--- src/hw/rtl/jwt_pkg.sv ---
// shared types and code constants for the jvm to wasm translator
`timescale 1ns / 1ps

package jwt_pkg;

   localparam int MaxBlocksDefault = 1024;
   localparam int QueueDepth = 4;
   localparam int ValWidth = 18;
   localparam int LocalWidth = 16;
   localparam int BlockWidth = 10;
   localparam int TokIdxWidth = 4;

   // wasm code bytes
   localparam logic [7:0] WASM_DROP      = 8'h1a;
   localparam logic [7:0] WASM_SELECT    = 8'h1b;
   localparam logic [7:0] WASM_BR        = 8'h0c;
   localparam logic [7:0] WASM_RETURN    = 8'h0f;
   localparam logic [7:0] WASM_LOCAL_GET = 8'h20;
   localparam logic [7:0] WASM_LOCAL_SET = 8'h21;
   localparam logic [7:0] WASM_LOCAL_TEE = 8'h22;
   localparam logic [7:0] WASM_I32_CONST = 8'h41;
   localparam logic [7:0] WASM_I32_EQ    = 8'h46;
   localparam logic [7:0] WASM_I32_NE    = 8'h47;
   localparam logic [7:0] WASM_I32_LT_S  = 8'h48;
   localparam logic [7:0] WASM_I32_GT_S  = 8'h4a;
   localparam logic [7:0] WASM_I32_LE_S  = 8'h4c;
   localparam logic [7:0] WASM_I32_GE_S  = 8'h4e;
   localparam logic [7:0] WASM_I32_ADD   = 8'h6a;
   localparam logic [7:0] WASM_I32_SUB   = 8'h6b;
   localparam logic [7:0] WASM_I32_MUL   = 8'h6c;
   localparam logic [7:0] WASM_I32_DIV_S = 8'h6d;
   localparam logic [7:0] WASM_I32_REM_S = 8'h6f;
   localparam logic [7:0] WASM_I32_AND   = 8'h71;
   localparam logic [7:0] WASM_I32_OR    = 8'h72;
   localparam logic [7:0] WASM_I32_XOR   = 8'h73;
   localparam logic [7:0] WASM_I32_SHL   = 8'h74;
   localparam logic [7:0] WASM_I32_SHR_S = 8'h75;
   localparam logic [7:0] WASM_I32_SHR_U = 8'h76;

   // register indexes
   localparam logic CSR_LOCAL_COUNT = 1'b0;

   typedef logic signed [ValWidth-1:0] val_type;

   typedef enum logic [3:0] {
      K_BAD, K_CONST, K_LOAD, K_STORE, K_DUP, K_SINGLE, K_NEG,
      K_IINC, K_NARROW, K_CHAR, K_GOTO, K_IF
   } op_kind_type;

   typedef enum logic [1:0] {
      T_LIT, T_ULEB, T_CONST
   } tok_kind_type;

   typedef struct packed {
      op_kind_type           kind;
      logic [7:0]            code;
      val_type               val;
      val_type               val2;
      logic [BlockWidth-1:0] tgt;
      logic [BlockWidth-1:0] fall;
      logic                  zero;
   } entry_type;

   typedef struct packed {
      tok_kind_type kind;
      logic [7:0]   lit;
      val_type      value;
      logic         last;
   } token_type;

endpackage

--- src/hw/rtl/jwt_front.sv ---
// front end: accepts instruction words and classifies the opcode
`timescale 1ns / 1ps

module jwt_front
   import jwt_pkg::*;
#(
   parameter int MAX_BLOCKS = MaxBlocksDefault
) (
   input  logic        req_tvalid,
   output logic        req_tready,
   input  logic [47:0] req_tdata,
   input  logic        q_full,
   output logic        q_push,
   output entry_type   q_entry
);

   localparam logic [7:0] JVM_ICONST_M1 = 8'h02;
   localparam logic [7:0] JVM_ICONST_0  = 8'h03;
   localparam logic [7:0] JVM_ICONST_1  = 8'h04;
   localparam logic [7:0] JVM_ICONST_2  = 8'h05;
   localparam logic [7:0] JVM_ICONST_3  = 8'h06;
   localparam logic [7:0] JVM_ICONST_4  = 8'h07;
   localparam logic [7:0] JVM_ICONST_5  = 8'h08;
   localparam logic [7:0] JVM_BIPUSH    = 8'h10;
   localparam logic [7:0] JVM_SIPUSH    = 8'h11;
   localparam logic [7:0] JVM_ILOAD     = 8'h15;
   localparam logic [7:0] JVM_ILOAD_0   = 8'h1a;
   localparam logic [7:0] JVM_ILOAD_1   = 8'h1b;
   localparam logic [7:0] JVM_ILOAD_2   = 8'h1c;
   localparam logic [7:0] JVM_ILOAD_3   = 8'h1d;
   localparam logic [7:0] JVM_ISTORE    = 8'h36;
   localparam logic [7:0] JVM_ISTORE_0  = 8'h3b;
   localparam logic [7:0] JVM_ISTORE_1  = 8'h3c;
   localparam logic [7:0] JVM_ISTORE_2  = 8'h3d;
   localparam logic [7:0] JVM_ISTORE_3  = 8'h3e;
   localparam logic [7:0] JVM_POP       = 8'h57;
   localparam logic [7:0] JVM_DUP       = 8'h59;
   localparam logic [7:0] JVM_IADD      = 8'h60;
   localparam logic [7:0] JVM_ISUB      = 8'h64;
   localparam logic [7:0] JVM_IMUL      = 8'h68;
   localparam logic [7:0] JVM_IDIV      = 8'h6c;
   localparam logic [7:0] JVM_IREM      = 8'h70;
   localparam logic [7:0] JVM_INEG      = 8'h74;
   localparam logic [7:0] JVM_ISHL      = 8'h78;
   localparam logic [7:0] JVM_ISHR      = 8'h7a;
   localparam logic [7:0] JVM_IUSHR     = 8'h7c;
   localparam logic [7:0] JVM_IAND      = 8'h7e;
   localparam logic [7:0] JVM_IOR       = 8'h80;
   localparam logic [7:0] JVM_IXOR      = 8'h82;
   localparam logic [7:0] JVM_IINC      = 8'h84;
   localparam logic [7:0] JVM_I2B       = 8'h91;
   localparam logic [7:0] JVM_I2C       = 8'h92;
   localparam logic [7:0] JVM_I2S       = 8'h93;
   localparam logic [7:0] JVM_IFEQ      = 8'h99;
   localparam logic [7:0] JVM_IFNE      = 8'h9a;
   localparam logic [7:0] JVM_IFLT      = 8'h9b;
   localparam logic [7:0] JVM_IFGE      = 8'h9c;
   localparam logic [7:0] JVM_IFGT      = 8'h9d;
   localparam logic [7:0] JVM_IFLE      = 8'h9e;
   localparam logic [7:0] JVM_ICMPEQ    = 8'h9f;
   localparam logic [7:0] JVM_ICMPNE    = 8'ha0;
   localparam logic [7:0] JVM_ICMPLT    = 8'ha1;
   localparam logic [7:0] JVM_ICMPGE    = 8'ha2;
   localparam logic [7:0] JVM_ICMPGT    = 8'ha3;
   localparam logic [7:0] JVM_ICMPLE    = 8'ha4;
   localparam logic [7:0] JVM_GOTO      = 8'ha7;
   localparam logic [7:0] JVM_IRETURN   = 8'hac;

   localparam int LimitWidth = 17;
   localparam logic [LimitWidth-1:0] BlockLimit = LimitWidth'(MAX_BLOCKS - 1);

   logic [7:0]            opcode;
   logic [7:0]            operand_a;
   logic [7:0]            operand_b;
   logic [BlockWidth-1:0] target_block;
   logic [BlockWidth-1:0] fall_block;
   logic [7:0]            cmp_sel;

   function automatic logic [BlockWidth-1:0] clamp_block(input logic [BlockWidth-1:0] blk);
      logic [LimitWidth-1:0] wide;
      wide = LimitWidth'(blk);
      return (wide > BlockLimit) ? BlockLimit[BlockWidth-1:0] : blk;
   endfunction

   function automatic logic [7:0] cmp_code(input logic [7:0] k);
      logic [7:0] code;
      unique case (k)
         8'd0:    code = WASM_I32_EQ;
         8'd1:    code = WASM_I32_NE;
         8'd2:    code = WASM_I32_LT_S;
         8'd3:    code = WASM_I32_GE_S;
         8'd4:    code = WASM_I32_GT_S;
         default: code = WASM_I32_LE_S;
      endcase
      return code;
   endfunction

   assign opcode       = req_tdata[7:0];
   assign operand_a    = req_tdata[15:8];
   assign operand_b    = req_tdata[23:16];
   assign target_block = req_tdata[33:24];
   assign fall_block   = req_tdata[43:34];

   assign req_tready = !q_full;
   assign q_push     = req_tvalid && !q_full;

   assign cmp_sel = (opcode <= JVM_IFLE) ? 8'(opcode - JVM_IFEQ) : 8'(opcode - JVM_ICMPEQ);

   always_comb begin
      q_entry.kind = K_BAD;
      q_entry.code = opcode;
      q_entry.val  = '0;
      q_entry.val2 = {{(ValWidth-8){operand_b[7]}}, operand_b};
      q_entry.tgt  = clamp_block(target_block);
      q_entry.fall = clamp_block(fall_block);
      q_entry.zero = 1'b0;
      unique case (opcode)
         JVM_ICONST_M1: begin
            q_entry.kind = K_CONST;
            q_entry.val  = '1;
         end
         JVM_ICONST_0, JVM_ICONST_1, JVM_ICONST_2, JVM_ICONST_3,
         JVM_ICONST_4, JVM_ICONST_5: begin
            q_entry.kind = K_CONST;
            q_entry.val  = ValWidth'(8'(opcode - JVM_ICONST_0));
         end
         JVM_BIPUSH: begin
            q_entry.kind = K_CONST;
            q_entry.val  = {{(ValWidth-8){operand_a[7]}}, operand_a};
         end
         JVM_SIPUSH: begin
            q_entry.kind = K_CONST;
            q_entry.val  = {{(ValWidth-16){operand_a[7]}}, operand_a, operand_b};
         end
         JVM_ILOAD_0, JVM_ILOAD_1, JVM_ILOAD_2, JVM_ILOAD_3: begin
            q_entry.kind = K_LOAD;
            q_entry.val  = ValWidth'(8'(opcode - JVM_ILOAD_0));
         end
         JVM_ILOAD: begin
            q_entry.kind = K_LOAD;
            q_entry.val  = ValWidth'(operand_a);
         end
         JVM_ISTORE_0, JVM_ISTORE_1, JVM_ISTORE_2, JVM_ISTORE_3: begin
            q_entry.kind = K_STORE;
            q_entry.val  = ValWidth'(8'(opcode - JVM_ISTORE_0));
         end
         JVM_ISTORE: begin
            q_entry.kind = K_STORE;
            q_entry.val  = ValWidth'(operand_a);
         end
         JVM_DUP: q_entry.kind = K_DUP;
         JVM_POP: begin
            q_entry.kind = K_SINGLE;
            q_entry.code = WASM_DROP;
         end
         JVM_IADD: begin
            q_entry.kind = K_SINGLE;
            q_entry.code = WASM_I32_ADD;
         end
         JVM_ISUB: begin
            q_entry.kind = K_SINGLE;
            q_entry.code = WASM_I32_SUB;
         end
         JVM_IMUL: begin
            q_entry.kind = K_SINGLE;
            q_entry.code = WASM_I32_MUL;
         end
         JVM_IDIV: begin
            q_entry.kind = K_SINGLE;
            q_entry.code = WASM_I32_DIV_S;
         end
         JVM_IREM: begin
            q_entry.kind = K_SINGLE;
            q_entry.code = WASM_I32_REM_S;
         end
         JVM_IAND: begin
            q_entry.kind = K_SINGLE;
            q_entry.code = WASM_I32_AND;
         end
         JVM_IOR: begin
            q_entry.kind = K_SINGLE;
            q_entry.code = WASM_I32_OR;
         end
         JVM_IXOR: begin
            q_entry.kind = K_SINGLE;
            q_entry.code = WASM_I32_XOR;
         end
         JVM_ISHL: begin
            q_entry.kind = K_SINGLE;
            q_entry.code = WASM_I32_SHL;
         end
         JVM_ISHR: begin
            q_entry.kind = K_SINGLE;
            q_entry.code = WASM_I32_SHR_S;
         end
         JVM_IUSHR: begin
            q_entry.kind = K_SINGLE;
            q_entry.code = WASM_I32_SHR_U;
         end
         JVM_IRETURN: begin
            q_entry.kind = K_SINGLE;
            q_entry.code = WASM_RETURN;
         end
         JVM_INEG: q_entry.kind = K_NEG;
         JVM_IINC: begin
            q_entry.kind = K_IINC;
            q_entry.val  = ValWidth'(operand_a);
         end
         JVM_I2B: begin
            q_entry.kind = K_NARROW;
            q_entry.val  = ValWidth'(24);
         end
         JVM_I2S: begin
            q_entry.kind = K_NARROW;
            q_entry.val  = ValWidth'(16);
         end
         JVM_I2C: q_entry.kind = K_CHAR;
         JVM_GOTO: q_entry.kind = K_GOTO;
         JVM_IFEQ, JVM_IFNE, JVM_IFLT, JVM_IFGE, JVM_IFGT, JVM_IFLE,
         JVM_ICMPEQ, JVM_ICMPNE, JVM_ICMPLT, JVM_ICMPGE, JVM_ICMPGT, JVM_ICMPLE: begin
            q_entry.kind = K_IF;
            q_entry.code = cmp_code(cmp_sel);
            q_entry.zero = (opcode <= JVM_IFLE);
         end
         default: q_entry.kind = K_BAD;
      endcase
   end

endmodule

--- src/hw/rtl/jwt_queue.sv ---
// short queue of classified instructions between front and back end
`timescale 1ns / 1ps

module jwt_queue
   import jwt_pkg::*;
(
   input  logic      clock,
   input  logic      reset,
   input  logic      push,
   input  entry_type push_entry,
   input  logic      pop,
   output logic      head_valid,
   output logic      full,
   output entry_type head
);

   localparam int PtrWidth = $clog2(QueueDepth);
   localparam int CountWidth = $clog2(QueueDepth + 1);

   entry_type             mem_ff [QueueDepth];
   logic [PtrWidth-1:0]   wr_ff, wr_in;
   logic [PtrWidth-1:0]   rd_ff, rd_in;
   logic [CountWidth-1:0] count_ff, count_in;

   assign head_valid = (count_ff != '0);
   assign full       = (count_ff == CountWidth'(QueueDepth));
   assign head       = mem_ff[rd_ff];

   always_comb begin
      wr_in    = push ? PtrWidth'(wr_ff + 1'b1) : wr_ff;
      rd_in    = pop ? PtrWidth'(rd_ff + 1'b1) : rd_ff;
      count_in = count_ff;
      if (push && !pop) begin
         count_in = CountWidth'(count_ff + 1'b1);
      end else if (pop && !push) begin
         count_in = CountWidth'(count_ff - 1'b1);
      end
   end

   always_ff @(posedge clock) begin
      if (reset) begin
         wr_ff    <= '0;
         rd_ff    <= '0;
         count_ff <= '0;
      end else begin
         wr_ff    <= wr_in;
         rd_ff    <= rd_in;
         count_ff <= count_in;
      end
   end

   always_ff @(posedge clock) begin
      if (push) begin
         mem_ff[wr_ff] <= push_entry;
      end
   end

endmodule

--- src/hw/rtl/jwt_back.sv ---
// back end: walks the token list of an instruction and emits leb128 bytes
`timescale 1ns / 1ps

module jwt_back
   import jwt_pkg::*;
(
   input  logic                  clock,
   input  logic                  reset,
   input  logic                  head_valid,
   input  entry_type             head,
   output logic                  pop,
   input  logic [LocalWidth-1:0] local_count,
   output logic                  rsp_tvalid,
   input  logic                  rsp_tready,
   output logic [7:0]            rsp_tdata,
   output logic                  rsp_tlast,
   output logic                  rsp_tuser
);

   logic [TokIdxWidth-1:0] tok_ff, tok_in;
   logic                   started_ff, started_in;
   val_type                rem_ff, rem_in;
   logic                   out_valid_ff, out_valid_in;
   logic [7:0]             out_byte_ff, out_byte_in;
   logic                   out_last_ff, out_last_in;
   logic                   out_bad_ff, out_bad_in;

   logic [TokIdxWidth-1:0] eidx;
   token_type              tok;
   val_type                tmp_val;
   val_type                bb_val;
   val_type                cur;
   val_type                nxt;
   logic                   sleb_done;
   logic                   uleb_done;
   logic                   tok_done;
   logic                   prefix;
   logic [7:0]             emit_byte;
   logic                   step;

   function automatic token_type mk(input tok_kind_type k, input logic [7:0] lit,
                                    input val_type v, input logic last);
      token_type t;
      t.kind  = k;
      t.lit   = lit;
      t.value = v;
      t.last  = last;
      return t;
   endfunction

   assign tmp_val = ValWidth'(17'(local_count) + 17'd1);
   assign bb_val  = ValWidth'(local_count);

   always_comb begin
      eidx = tok_ff;
      if (head.kind == K_IF && !head.zero) begin
         eidx = TokIdxWidth'(tok_ff + 1'b1);
      end
   end

   always_comb begin
      tok = mk(T_LIT, head.code, '0, 1'b1);
      unique case (head.kind)
         K_CONST: tok = mk(T_CONST, 8'h00, head.val, 1'b1);
         K_LOAD: begin
            if (eidx == 4'd0) tok = mk(T_LIT, WASM_LOCAL_GET, '0, 1'b0);
            else              tok = mk(T_ULEB, 8'h00, head.val, 1'b1);
         end
         K_STORE: begin
            if (eidx == 4'd0) tok = mk(T_LIT, WASM_LOCAL_SET, '0, 1'b0);
            else              tok = mk(T_ULEB, 8'h00, head.val, 1'b1);
         end
         K_DUP: begin
            unique case (eidx)
               4'd0:    tok = mk(T_LIT, WASM_LOCAL_TEE, '0, 1'b0);
               4'd1:    tok = mk(T_ULEB, 8'h00, tmp_val, 1'b0);
               4'd2:    tok = mk(T_LIT, WASM_LOCAL_GET, '0, 1'b0);
               default: tok = mk(T_ULEB, 8'h00, tmp_val, 1'b1);
            endcase
         end
         K_NEG: begin
            if (eidx == 4'd0) tok = mk(T_CONST, 8'h00, '1, 1'b0);
            else              tok = mk(T_LIT, WASM_I32_MUL, '0, 1'b1);
         end
         K_IINC: begin
            unique case (eidx)
               4'd0:    tok = mk(T_LIT, WASM_LOCAL_GET, '0, 1'b0);
               4'd1:    tok = mk(T_ULEB, 8'h00, head.val, 1'b0);
               4'd2:    tok = mk(T_CONST, 8'h00, head.val2, 1'b0);
               4'd3:    tok = mk(T_LIT, WASM_I32_ADD, '0, 1'b0);
               4'd4:    tok = mk(T_LIT, WASM_LOCAL_SET, '0, 1'b0);
               default: tok = mk(T_ULEB, 8'h00, head.val, 1'b1);
            endcase
         end
         K_NARROW: begin
            unique case (eidx)
               4'd0:    tok = mk(T_CONST, 8'h00, head.val, 1'b0);
               4'd1:    tok = mk(T_LIT, WASM_I32_SHL, '0, 1'b0);
               4'd2:    tok = mk(T_CONST, 8'h00, head.val, 1'b0);
               default: tok = mk(T_LIT, WASM_I32_SHR_S, '0, 1'b1);
            endcase
         end
         K_CHAR: begin
            if (eidx == 4'd0) tok = mk(T_CONST, 8'h00, ValWidth'(17'h0ffff), 1'b0);
            else              tok = mk(T_LIT, WASM_I32_AND, '0, 1'b1);
         end
         K_GOTO: begin
            unique case (eidx)
               4'd0:    tok = mk(T_CONST, 8'h00, ValWidth'(head.tgt), 1'b0);
               4'd1:    tok = mk(T_LIT, WASM_LOCAL_SET, '0, 1'b0);
               4'd2:    tok = mk(T_ULEB, 8'h00, bb_val, 1'b0);
               4'd3:    tok = mk(T_LIT, WASM_BR, '0, 1'b0);
               default: tok = mk(T_ULEB, 8'h00, ValWidth'(1), 1'b1);
            endcase
         end
         K_IF: begin
            unique case (eidx)
               4'd0:    tok = mk(T_CONST, 8'h00, '0, 1'b0);
               4'd1:    tok = mk(T_LIT, head.code, '0, 1'b0);
               4'd2:    tok = mk(T_LIT, WASM_LOCAL_SET, '0, 1'b0);
               4'd3:    tok = mk(T_ULEB, 8'h00, tmp_val, 1'b0);
               4'd4:    tok = mk(T_CONST, 8'h00, ValWidth'(head.tgt), 1'b0);
               4'd5:    tok = mk(T_CONST, 8'h00, ValWidth'(head.fall), 1'b0);
               4'd6:    tok = mk(T_LIT, WASM_LOCAL_GET, '0, 1'b0);
               4'd7:    tok = mk(T_ULEB, 8'h00, tmp_val, 1'b0);
               4'd8:    tok = mk(T_LIT, WASM_SELECT, '0, 1'b0);
               4'd9:    tok = mk(T_LIT, WASM_LOCAL_SET, '0, 1'b0);
               4'd10:   tok = mk(T_ULEB, 8'h00, bb_val, 1'b0);
               4'd11:   tok = mk(T_LIT, WASM_BR, '0, 1'b0);
               default: tok = mk(T_ULEB, 8'h00, ValWidth'(1), 1'b1);
            endcase
         end
         default: tok = mk(T_LIT, head.code, '0, 1'b1);
      endcase
   end

   // leb128 digit from the running remainder
   assign cur       = started_ff ? rem_ff : tok.value;
   assign nxt       = cur >>> 7;
   assign uleb_done = (nxt == '0);
   assign sleb_done = ((nxt == '0) && !cur[6]) || ((nxt == '1) && cur[6]);
   assign prefix    = (tok.kind == T_CONST) && !started_ff;

   always_comb begin
      priority if (tok.kind == T_LIT) begin
         emit_byte = tok.lit;
         tok_done  = 1'b1;
      end else if (prefix) begin
         emit_byte = WASM_I32_CONST;
         tok_done  = 1'b0;
      end else if (tok.kind == T_ULEB) begin
         emit_byte = {!uleb_done, cur[6:0]};
         tok_done  = uleb_done;
      end else begin
         emit_byte = {!sleb_done, cur[6:0]};
         tok_done  = sleb_done;
      end
   end

   assign step = head_valid && (!out_valid_ff || rsp_tready);
   assign pop  = step && tok_done && tok.last;

   always_comb begin
      tok_in       = tok_ff;
      started_in   = started_ff;
      rem_in       = rem_ff;
      out_valid_in = out_valid_ff && !rsp_tready;
      out_byte_in  = out_byte_ff;
      out_last_in  = out_last_ff;
      out_bad_in   = out_bad_ff;
      if (step) begin
         out_valid_in = 1'b1;
         out_byte_in  = emit_byte;
         out_last_in  = tok_done && tok.last;
         out_bad_in   = (head.kind == K_BAD);
         if (tok_done) begin
            started_in = 1'b0;
            tok_in     = tok.last ? '0 : TokIdxWidth'(tok_ff + 1'b1);
         end else begin
            started_in = 1'b1;
            rem_in     = prefix ? cur : nxt;
         end
      end
   end

   always_ff @(posedge clock) begin
      if (reset) begin
         tok_ff       <= '0;
         started_ff   <= 1'b0;
         out_valid_ff <= 1'b0;
      end else begin
         tok_ff       <= tok_in;
         started_ff   <= started_in;
         out_valid_ff <= out_valid_in;
      end
   end

   always_ff @(posedge clock) begin
      rem_ff      <= rem_in;
      out_byte_ff <= out_byte_in;
      out_last_ff <= out_last_in;
      out_bad_ff  <= out_bad_in;
   end

   assign rsp_tvalid = out_valid_ff;
   assign rsp_tdata  = out_byte_ff;
   assign rsp_tlast  = out_last_ff;
   assign rsp_tuser  = out_bad_ff;

endmodule

--- src/hw/rtl/jvm_to_wasm_instruction_translator.sv ---
// Translates one JVM integer instruction per input word into its WebAssembly
// code bytes, one byte per output word, with tlast on the final byte and tuser
// marking the single error word of an unsupported opcode (which carries the
// opcode). The front end decodes an instruction in the cycle it is accepted
// and places it in a four-entry queue; it takes a new word every cycle while
// the queue has room. The back end serializer emits one byte per clock unless
// rsp_tready holds it off; an instruction yields 1 to 24 bytes, typically 2 to
// 6. Sustained throughput is set by that serializer. The local_count register
// (address 0) sets the dispatch local (local_count) and temp local
// (local_count + 1); write it only while the block is idle.
`timescale 1ns / 1ps

module jvm_to_wasm_instruction_translator
   import jwt_pkg::*;
#(
   parameter int MAX_BLOCKS = MaxBlocksDefault
) (
   input  logic        clock,
   input  logic        reset,
   input  logic        req_tvalid,
   output logic        req_tready,
   // opcode[7:0], operand_a[15:8], operand_b[23:16], target_block[33:24],
   // fall_block[43:34], zero fill [47:44]
   input  logic [47:0] req_tdata,
   output logic        rsp_tvalid,
   input  logic        rsp_tready,
   // out_byte[7:0]
   output logic [7:0]  rsp_tdata,
   output logic        rsp_tlast,
   // unsupported[0]
   output logic        rsp_tuser,
   input  logic        csr_psel,
   input  logic        csr_penable,
   input  logic        csr_pwrite,
   input  logic [2:0]  csr_paddr,
   input  logic [31:0] csr_pwdata,
   output logic [31:0] csr_prdata,
   output logic        csr_pready
);

   logic [LocalWidth-1:0] local_count_ff, local_count_in;
   logic                  csr_write;
   logic                  q_full;
   logic                  q_push;
   logic                  q_pop;
   logic                  q_valid;
   entry_type             q_entry;
   entry_type             q_head;

   assign csr_pready = 1'b1;
   assign csr_write  = csr_psel && csr_penable && csr_pwrite;

   always_comb begin
      local_count_in = local_count_ff;
      if (csr_write && csr_paddr[2] == CSR_LOCAL_COUNT) begin
         local_count_in = csr_pwdata[LocalWidth-1:0];
      end
   end

   always_comb begin
      csr_prdata = '0;
      if (csr_paddr[2] == CSR_LOCAL_COUNT) begin
         csr_prdata = 32'(local_count_ff);
      end
   end

   always_ff @(posedge clock) begin
      if (reset) begin
         local_count_ff <= '0;
      end else begin
         local_count_ff <= local_count_in;
      end
   end

   jwt_front #(
      .MAX_BLOCKS(MAX_BLOCKS)
   ) u_front (
      .req_tvalid(req_tvalid),
      .req_tready(req_tready),
      .req_tdata (req_tdata),
      .q_full    (q_full),
      .q_push    (q_push),
      .q_entry   (q_entry)
   );

   jwt_queue u_queue (
      .clock     (clock),
      .reset     (reset),
      .push      (q_push),
      .push_entry(q_entry),
      .pop       (q_pop),
      .head_valid(q_valid),
      .full      (q_full),
      .head      (q_head)
   );

   jwt_back u_back (
      .clock      (clock),
      .reset      (reset),
      .head_valid (q_valid),
      .head       (q_head),
      .pop        (q_pop),
      .local_count(local_count_ff),
      .rsp_tvalid (rsp_tvalid),
      .rsp_tready (rsp_tready),
      .rsp_tdata  (rsp_tdata),
      .rsp_tlast  (rsp_tlast),
      .rsp_tuser  (rsp_tuser)
   );

endmodule
--- config.mk ---
export PLATFORM = sky130hd
export DESIGN_NAME = jvm_to_wasm_instruction_translator
export DESIGN_NICKNAME = d
export VERILOG_FILES = /design/src/hw/rtl/jwt_pkg.sv /design/src/hw/rtl/jwt_front.sv /design/src/hw/rtl/jwt_queue.sv /design/src/hw/rtl/jwt_back.sv /design/src/hw/rtl/jvm_to_wasm_instruction_translator.sv
export SDC_FILE = /design/constraint.sdc
export NUM_CORES = 1
export LEC_CHECK = 0
export BUFFER_PORTS_ARGS = -buffer_cell sky130_fd_sc_hd__buf_2
export CAP_MARGIN = 20
export CORE_ASPECT_RATIO = 1.4
export CORE_MARGIN = 2
export CORE_UTILIZATION = 50
export DETAILED_ROUTE_END_ITERATION = 16
export GPL_ROUTABILITY_DRIVEN = 0
export GPL_TIMING_DRIVEN = 0
export PLACE_DENSITY = 0.72
export SYNTH_ARGS = -nofsm -noshare
export SYNTH_HDL_FRONTEND = slang
export SYNTH_SLANG_ARGS = --single-unit
--- constraint.sdc ---
create_clock -name clock -period 4.85 [get_ports clock]
set_input_delay 0.97 -clock clock [delete_from_list [all_inputs] [get_ports clock]]
set_output_delay 0.97 -clock clock [all_outputs]
set_load 0.005 [all_outputs]
==> results of run 1 <==
## worst paths after layout
| kind | start | endpoint | depth (start not counted) |
|---|---|---|---|
| setup / recovery | flop | u_queue.count_ff[2] | 22 |
| hold / removal | u_back.rsp_tvalid | u_back.rsp_tvalid | 2 |
| setup reg to reg | flop | u_queue.count_ff[2] | 22 |
| hold reg to reg | u_back.rsp_tvalid | u_back.rsp_tvalid | 2 |
## through the flow
| stage | hold WS, ns | worst slack (ns) | cells |
|---|---|---|---|
| 6_report | 0.4623 | -0.2401 | 1844 |
| 5_1_grt | 0.5110 | -0.3675 | 1844 |
| 4_1_cts | 0.4689 | -0.1019 | 1830 |
| 3_5_place_dp | 0.4596 | -1.008 | 1763 |
| 3_3_place_gp | 0.4546 | -1.105 | 1760 |
| 2_1_floorplan | 0.4615 | 0.03669 | 1282 |
## state kept, by name (all words and copies together), names as in the netlist, named ones only
name,cells
u_queue.mem_ff,228
u_back.rem_ff,18
local_count_ff,16
u_back.rsp_tdata,8
u_back.tok_ff,4
u_queue.count_ff,3
u_queue.rd_ff,2
u_queue.wr_ff,2
u_back.rsp_tlast,1
u_back.rsp_tuser,1
u_back.rsp_tvalid,1
u_back.started_ff,1
## cells in the mapped netlist, types with 4 or more instances
cell type  instances  share of area, %
o21a_1             7              0.35
a22oi_1           16              0.80
nand4b_1           4              0.23
o21ai_0           71               2.4
o31ai_1            6              0.30
a221oi_1          13              0.76
o21bai_1           4              0.20
and2_1            11              0.46
buf_4             18              0.90
dfxtp_1           31               4.1
a32oi_1            7              0.41
a211oi_1          15              0.75
inv_1             24              0.60
nand2_1          127               3.2
ha_1              16               1.3
o22ai_1            4              0.17
a31oi_1           19              0.79
buf_2             11              0.37
nor3_1            21              0.70
edfxtp_1         256                51
o211ai_1           7              0.35
nand4_1           14              0.58
nand3_1           26              0.87
mux2i_1           18               1.2
clkbuf_1          54               1.4
nand2b_1          14              0.58
and3_1            18              0.75
a21oi_1           96               3.2
a22o_1             6              0.35
xor2_1             7              0.41
or4_1              4              0.20
mux2_2            10              0.75
nor4_1            14              0.58
buf_1             10              0.25
or3_1              4              0.17
nor2b_1           30               1.3
mux4_2            57               8.6
a21o_1            10              0.50
nor2_1            98               2.5
xnor2_1           14              0.82
or2_2              7              0.29
## cell type report
type	count	area share [%]
Buffer	94	2.903
Clock inverter	18	1.013
Tap cell	385	2.746
Sequential cell	287	47.36
Inverter	26	0.5563
Multi-Input combinational cell	874	37.23
Clock buffer	29	3.773
Timing Repair Buffer	131	4.422
## timing repair
item | in CTS | in global routing
hold buffers | 0 | 0
resized for setup | 55 | 52
pin swaps | 18 | 12
setup buffers | 20 | 15
setup endpoints to repair | 48 | 30
gates cloned | 0 | 0
## routing by layer
| metal | vias up | share of wire (%) | global-route usage (%) |
|---|---|---|---|
| li1 | 5203 | - | - |
| met1 | 5584 | 37 | 32.48 |
| met2 | 712 | 49 | 42.76 |
| met3 | 177 | 8.5 | 4.170 |
| met4 | 0 | 6.4 | 14.90 |
| met5 | - | 0 | 0 |
## worst min-delay path: stages (launching register included)
cell,delay [ns]
dfxtp_1,0.32
nand2_1,0.05
a21oi_1,0.05
## cell families after synthesis
group,after synthesis,share of synthesized area [%]
other,2,0.05008
adder cells (fa/ha/maj),17,1.468
XOR/XNOR,21,1.226
multiplexers,85,10.51
AO/OA/AOI/OAI,322,14.07
AND/OR/NAND/NOR,412,13.61
flip-flops,287,55.40
buffers and inverters,121,3.671
## power breakdown
| part | internal [mW] | switching, mW | total [mW] | leakage [nW] |
|---|---|---|---|---|
| Combinational | 1.16 | 1.85 | 3.01 | 3.11 |
| Sequential | 3.17 | 0.130 | 3.30 | 2.64 |
| Clock | 1.15 | 0.900 | 2.05 | 0.409 |
==> impl_results.md, run 1 <==
* Antenna violations before repair at 0
* Crit start category: flop
* Slew headroom at 37.58%
* Final worst path period need at 5.090 ns
* Routed via count at 11,680
* Chip height at 208.9 um
* Leakage at 6.164 nW
* R2R setup slack at -0.24 ns
* Pre-antenna DRT Iters at 7
* Post-Syn Area at 15,000 um2
* Power Dens Cells at 476.5 nW/um2
* Warnings, synthesis at 0
* Skew final at 0.02584 ns
* Vias in the first global route at 11,240
* Status: complete, but fails checks
* Initial Utilization at 50.41%
* Layout area overhead at 16.99%
* Final Util at 58.98%
* Slowest CP cell: mux4_2
* Hold WC Path Type: flop to flop
* Register area at 8309 um2
* Number of max-cap violations at 0
* Final Setup Violations at 2
* Fill count at 2,394
* Die W at 150.4 um
* Synth Flop Type: edfxtp_1
* Worst Setup Path Type: flop to flop
* Final count of hold timing violations at 0
* Netlist cell types at 85
* Worst-skew pair later-pin latency at 0.56 ns
* Least-Margin Pin Slew at 0.9363 ns
* TritonCTS clock tree: done
* Delay-heaviest family, CP: simple AND/OR/NAND/NOR gates
* Clock Tree Root: clkbuf_16
* Failing checks: setup timing
* Final Max Slew Viols at 0
* Commonest cells after routing, fill and taps aside: edfxtp_1, nand2_1, buf_2, nor2_1, a21oi_1
* Crit-path max cell delay at 0.57 ns
* Final ANT Viol Nets at 0
* Number of I/O port buffers at 93
* CP Data Required Time at 5.32 ns
* N_diodes at 0
* Critical Path Fanout Max at 10
* RSZ-0062 raised after global routing: yes
* First-pass GRT wire length at 62,910 um
* Fin Setup TNS at -0.4260 ns
* Syn Area/Cell at 11.84 um2
* Sequential area share after synthesis at 55.40%
* Multi-input gate area at 6531 um2
* Element type at the critical path end: flop
* Drt total wl at 41,110 um
* Ports at 135
* Commonest non-fill, non-tap cell in the layout: edfxtp_1
* Fraction of layout cells with a size suffix above 1 at 23.99%
* EDFF count, synth at 256
* Syn Inst Count at 1,267
* H-tree levels at 1
* Crit path DAT at 5.57 ns
* Drt initial violations at 1,331
* Number of vias per cell at 6.332
* GRT Total Usage at 26.02%
* GRT Residual Overflow at 0
* Fmax at 196.5 MHz
* Pin count of the biggest net entering global routing at 58
* Total die area at 31,410 um2
* Setup WS post-layout at -0.2401 ns
* Nets at 1,547
* Ys async rst share at 0%
* Period utilisation layout at 105.0%
* Maximum clock path buffer count at 3
* Core area at 29,750 um2
* Placement-stage cell area at 16,070 um2
* DR WL/cell at 22.30 um
* Total CTS buffers at 26
* Drt drc at 0
* Hpwl dp at 28,780 um
* Reg clk slew, reported paths at 0.06 ns
* Final Cell Area at 17,540 um2
* Clk sinks at 287
* Final Power at 8.360 mW
* Seq cells post-synth at 287
* CP cell instances: buf_6 -> mux4_2 -> buf_2 -> nor2b_1 -> nor4_4 -> o21bai_2 -> or2_4 -> buf_8 -> buf_6 -> a211oi_4 -> or2_1 -> nand4_1 -> nor4_4 -> o211ai_4 -> nor2b_2 -> inv_2 -> ha_4 -> inv_2 -> fa_2 -> xor2_1 -> or3_1 -> a21oi_2
* Row count at 75
* VDD IR-drop max at 0.0002490 V
* Bufs and invs on worst path at 6
(Power assumes the default switching activity.)
==> inputs of run 2 (changes only) <==
--- a/config.mk
+++ b/config.mk
@@ -8,7 +8,7 @@
 export BUFFER_PORTS_ARGS = -buffer_cell sky130_fd_sc_hd__buf_2
 export CAP_MARGIN = 20
 export CORE_ASPECT_RATIO = 1.4
-export CORE_MARGIN = 2
+export CORE_MARGIN = 4
 export CORE_UTILIZATION = 50
 export DETAILED_ROUTE_END_ITERATION = 16
 export GPL_ROUTABILITY_DRIVEN = 0
==> run 2 against run 1 <==
  * The flow still finishes with violations (setup timing)
  * Routed wire length is 0.98% lower
  * Clock power is 4% higher
  * Critical endpoint unchanged
  * Power is 0.17% higher
  * Count of clock-buffer cells in the layout is 7 higher
  * Global-route usage is 1.8 points lower
  * Flip-flop and latch count stayed put
  * Clock skew is 0.014 ns lower
  * Cell count is 0.11% higher
  * Worst setup slack better by 0.14 ns
  * Via count is 0.75% higher
  * Design area is 0.75% higher
  * Largest power group unchanged
  * Sequential share of layout area is 0.35 points lower
==> impl_results.md, run 2 (synthesis results as in run 1) <==
* DR WL/cell at 22.05 um (-1.1%)
* Drt total wl at 40,710 um (-0.98%)
* Failing checks: setup timing
* Pre-antenna DRT Iters at 8 (+1)
* Leakage at 6.211 nW (+0.77%)
* Final Cell Area at 17,680 um2 (+0.75%)
* TritonCTS clock tree: done
* Period utilisation layout at 102.0% (-2.9 points)
* Placement-stage cell area at 16,110 um2 (+0.30%)
* Final Max Slew Viols at 0 (unchanged)
* Placed Cells at 1,760 (-0.17%)
* Initial Utilization at 51.10% (+0.68 points)
* Drt initial violations at 1,358 (+2.0%)
* Critical Path Fanout Max at 6 (-4)
* Skew final at 0.01143 ns (-0.01440 ns)
* Chip height at 212.9 um (+1.9%)
* Drt drc at 0 (unchanged)
* GRT Total Usage at 24.24% (-1.8 points)
* Largest regs: u_queue.mem_ff: 228 flops, u_back.rem_ff: 18 flops, local_count_ff: 16 flops
* Commonest non-fill, non-tap cell in the layout: edfxtp_1
* Post-Layout Cell Count at 1,846 (+0.11%)
* Layout area overhead at 17.86%
* Final count of hold timing violations at 0 (unchanged)
* VDD IR-drop max at 0.0002951 V (+19%)
* Final worst path period need at 4.948 ns (-0.1425 ns)
* Setup WS post-layout at -0.09768 ns (+0.1425 ns)
* Element type at the critical path end: flop
* Reg clk slew, reported paths at 0.07 ns (about the same)
* Max FFs per register at 228 (unchanged)
* Routed via count at 11,760 (+0.75%)
* First-pass GRT wire length at 62,490 um (-0.68%)
* Vias in the first global route at 11,250 (+0.14%)
* Worst Setup Path Type: flop to flop
* Fill count at 2,334 (-2.5%)
* Row count at 74 (-1.3%)
* Nets at 1,553 (+0.39%)
* GRT Residual Overflow at 0 (unchanged)
* Maximum clock path buffer count at 3 (unchanged)
* Power Dens Cells at 473.8 nW/um2 (-0.57%)
* Worst-skew pair later-pin latency at 0.55 ns (about the same)
* Ports at 135 (unchanged)
* CP Data Required Time at 5.33 ns (about the same)
* Crit path DAT at 5.43 ns (-0.14 ns)
* Smallest hold slack at 0.4730 ns (+0.01069 ns)
* Core area at 29,350 um2 (-1.3%)
* Hold WC Path Type: flop to flop
* Final Power at 8.375 mW (+0.17%)
* Pin count of the biggest net entering global routing at 58 (unchanged)
* CTS hold repair buffers at 0 (unchanged)
* Fraction of layout cells with a size suffix above 1 at 24.49% (+0.50 points)
* Status: complete, but fails checks
* H-tree levels at 1 (unchanged)
* Clock Tree Root: clkbuf_16
* Clk sinks at 287 (unchanged)
* Number of max-cap violations at 0 (unchanged)
* Register area at 8309 um2 (unchanged)
* Crit start category: flop
* Die W at 154.4 um (+2.7%)
* Fmax at 202.1 MHz (+2.9%)
* Number of vias per cell at 6.373 (+0.64%)
* Commonest cells after routing, fill and taps aside: edfxtp_1, nand2_1, buf_2, a21oi_1, nor2_1
* Multi-input gate area at 6523 um2 (-0.13%)
* Hpwl dp at 28,590 um (-0.65%)
* Largest reg by FF count: u_queue.mem_ff
* Final Setup Violations at 2 (unchanged)
* N_diodes at 0 (unchanged)
* Total CTS buffers at 27 (+3.8%)
* RSZ-0062 raised after global routing: yes
* Final ANT Viol Nets at 0 (unchanged)
* Fin Setup TNS at -0.1689 ns (+0.2572 ns)
* Total die area at 32,870 um2 (+4.6%)
* Least-Margin Pin Slew at 0.9038 ns (-0.03246 ns)
* Slew headroom at 39.11% (+1.5 points)
* Number of I/O port buffers at 93 (unchanged)
* Antenna violations before repair at 0 (unchanged)
-- run 2: changes by cell type in the layout (fill, tap and decap cells not counted), moves of 3 or more --
cell	before	now
clkbuf_1	46	50
clkinv_1	9	4
o21ai_1	5	1
and2_2	0	3
-- run 2: layer usage --
layer  track usage (%)  vias to the layer above  wire, um
met5                 0                        -         0
li1                  -                     5230         -
met3             3.224                      191      3462
met1             30.60                     5583     14940
met2             40.86                      760     19730
met4             13.01                        0      2573
-- run 2: what timing repair did --
item,CTS,global route
pin swaps,17,22
resized for setup,55,48
endpoints found under the setup margin,50,30
setup buffers,24,15
-- run 2: per-stage QoR --
| step | setup slack [ns] | util, % |
|---|---|---|
| 2_1_floorplan | 0.03669 | - |
| 3_3_place_gp | -1.043 | 54.51 |
| 3_5_place_dp | -1.008 | 54.90 |
| 4_1_cts | -0.06670 | 59.37 |
| 5_1_grt | -0.3452 | 60.22 |
| 6_report | -0.09768 | 60.22 |
-- run 2: area by class of cell --
class | count | share of cell area [%]
flip-flops and latches | 287 | 47.01
multi-input cells | 874 | 36.90
repair buffers | 137 | 4.976
clock buffers | 36 | 4.014
plain buffers | 93 | 2.839
well taps | 380 | 2.690
clock inverters | 13 | 1.019
inverters | 26 | 0.5521
-- run 2: worst paths after layout --
| kind | from | to | slack (ns) | depth (start not counted) |
|---|---|---|---|---|
| setup / recovery | flop | u_queue.count_ff[2] | -0.1 | 21 |
| hold / removal | u_back.rsp_tvalid | u_back.rsp_tvalid | 0.47 | 2 |
| setup reg to reg | flop | u_queue.count_ff[2] | -0.1 | 21 |
| hold reg to reg | u_back.rsp_tvalid | u_back.rsp_tvalid | 0.47 | 2 |
-- run 2: where the power goes --
part	internal, mW	switching [mW]	leakage, nW
sequential	3.17	0.124	2.64
clock	1.25	0.880	0.433
combinational	1.14	1.82	3.14
total	5.55	2.82	6.21
-- run 2: worst max-delay path, cell delays in order (launching register included) --
cell and delay, ns:
dfxtp_2 0.35, buf_8 0.13, mux4_2 0.58, buf_4 0.19, or4_4 0.55, a22o_4 0.29, a2bb2oi_4 0.20, or2_4 0.17
buf_8 0.10, nand2_2 0.07, a31o_4 0.26, or4b_4 0.55, o211ai_4 0.21, o211ai_4 0.12, nor2b_2 0.14, inv_1 0.05
ha_2 0.17, inv_2 0.06, fa_2 0.19, xor2_1 0.07, or3_1 0.30, a21oi_1 0.12
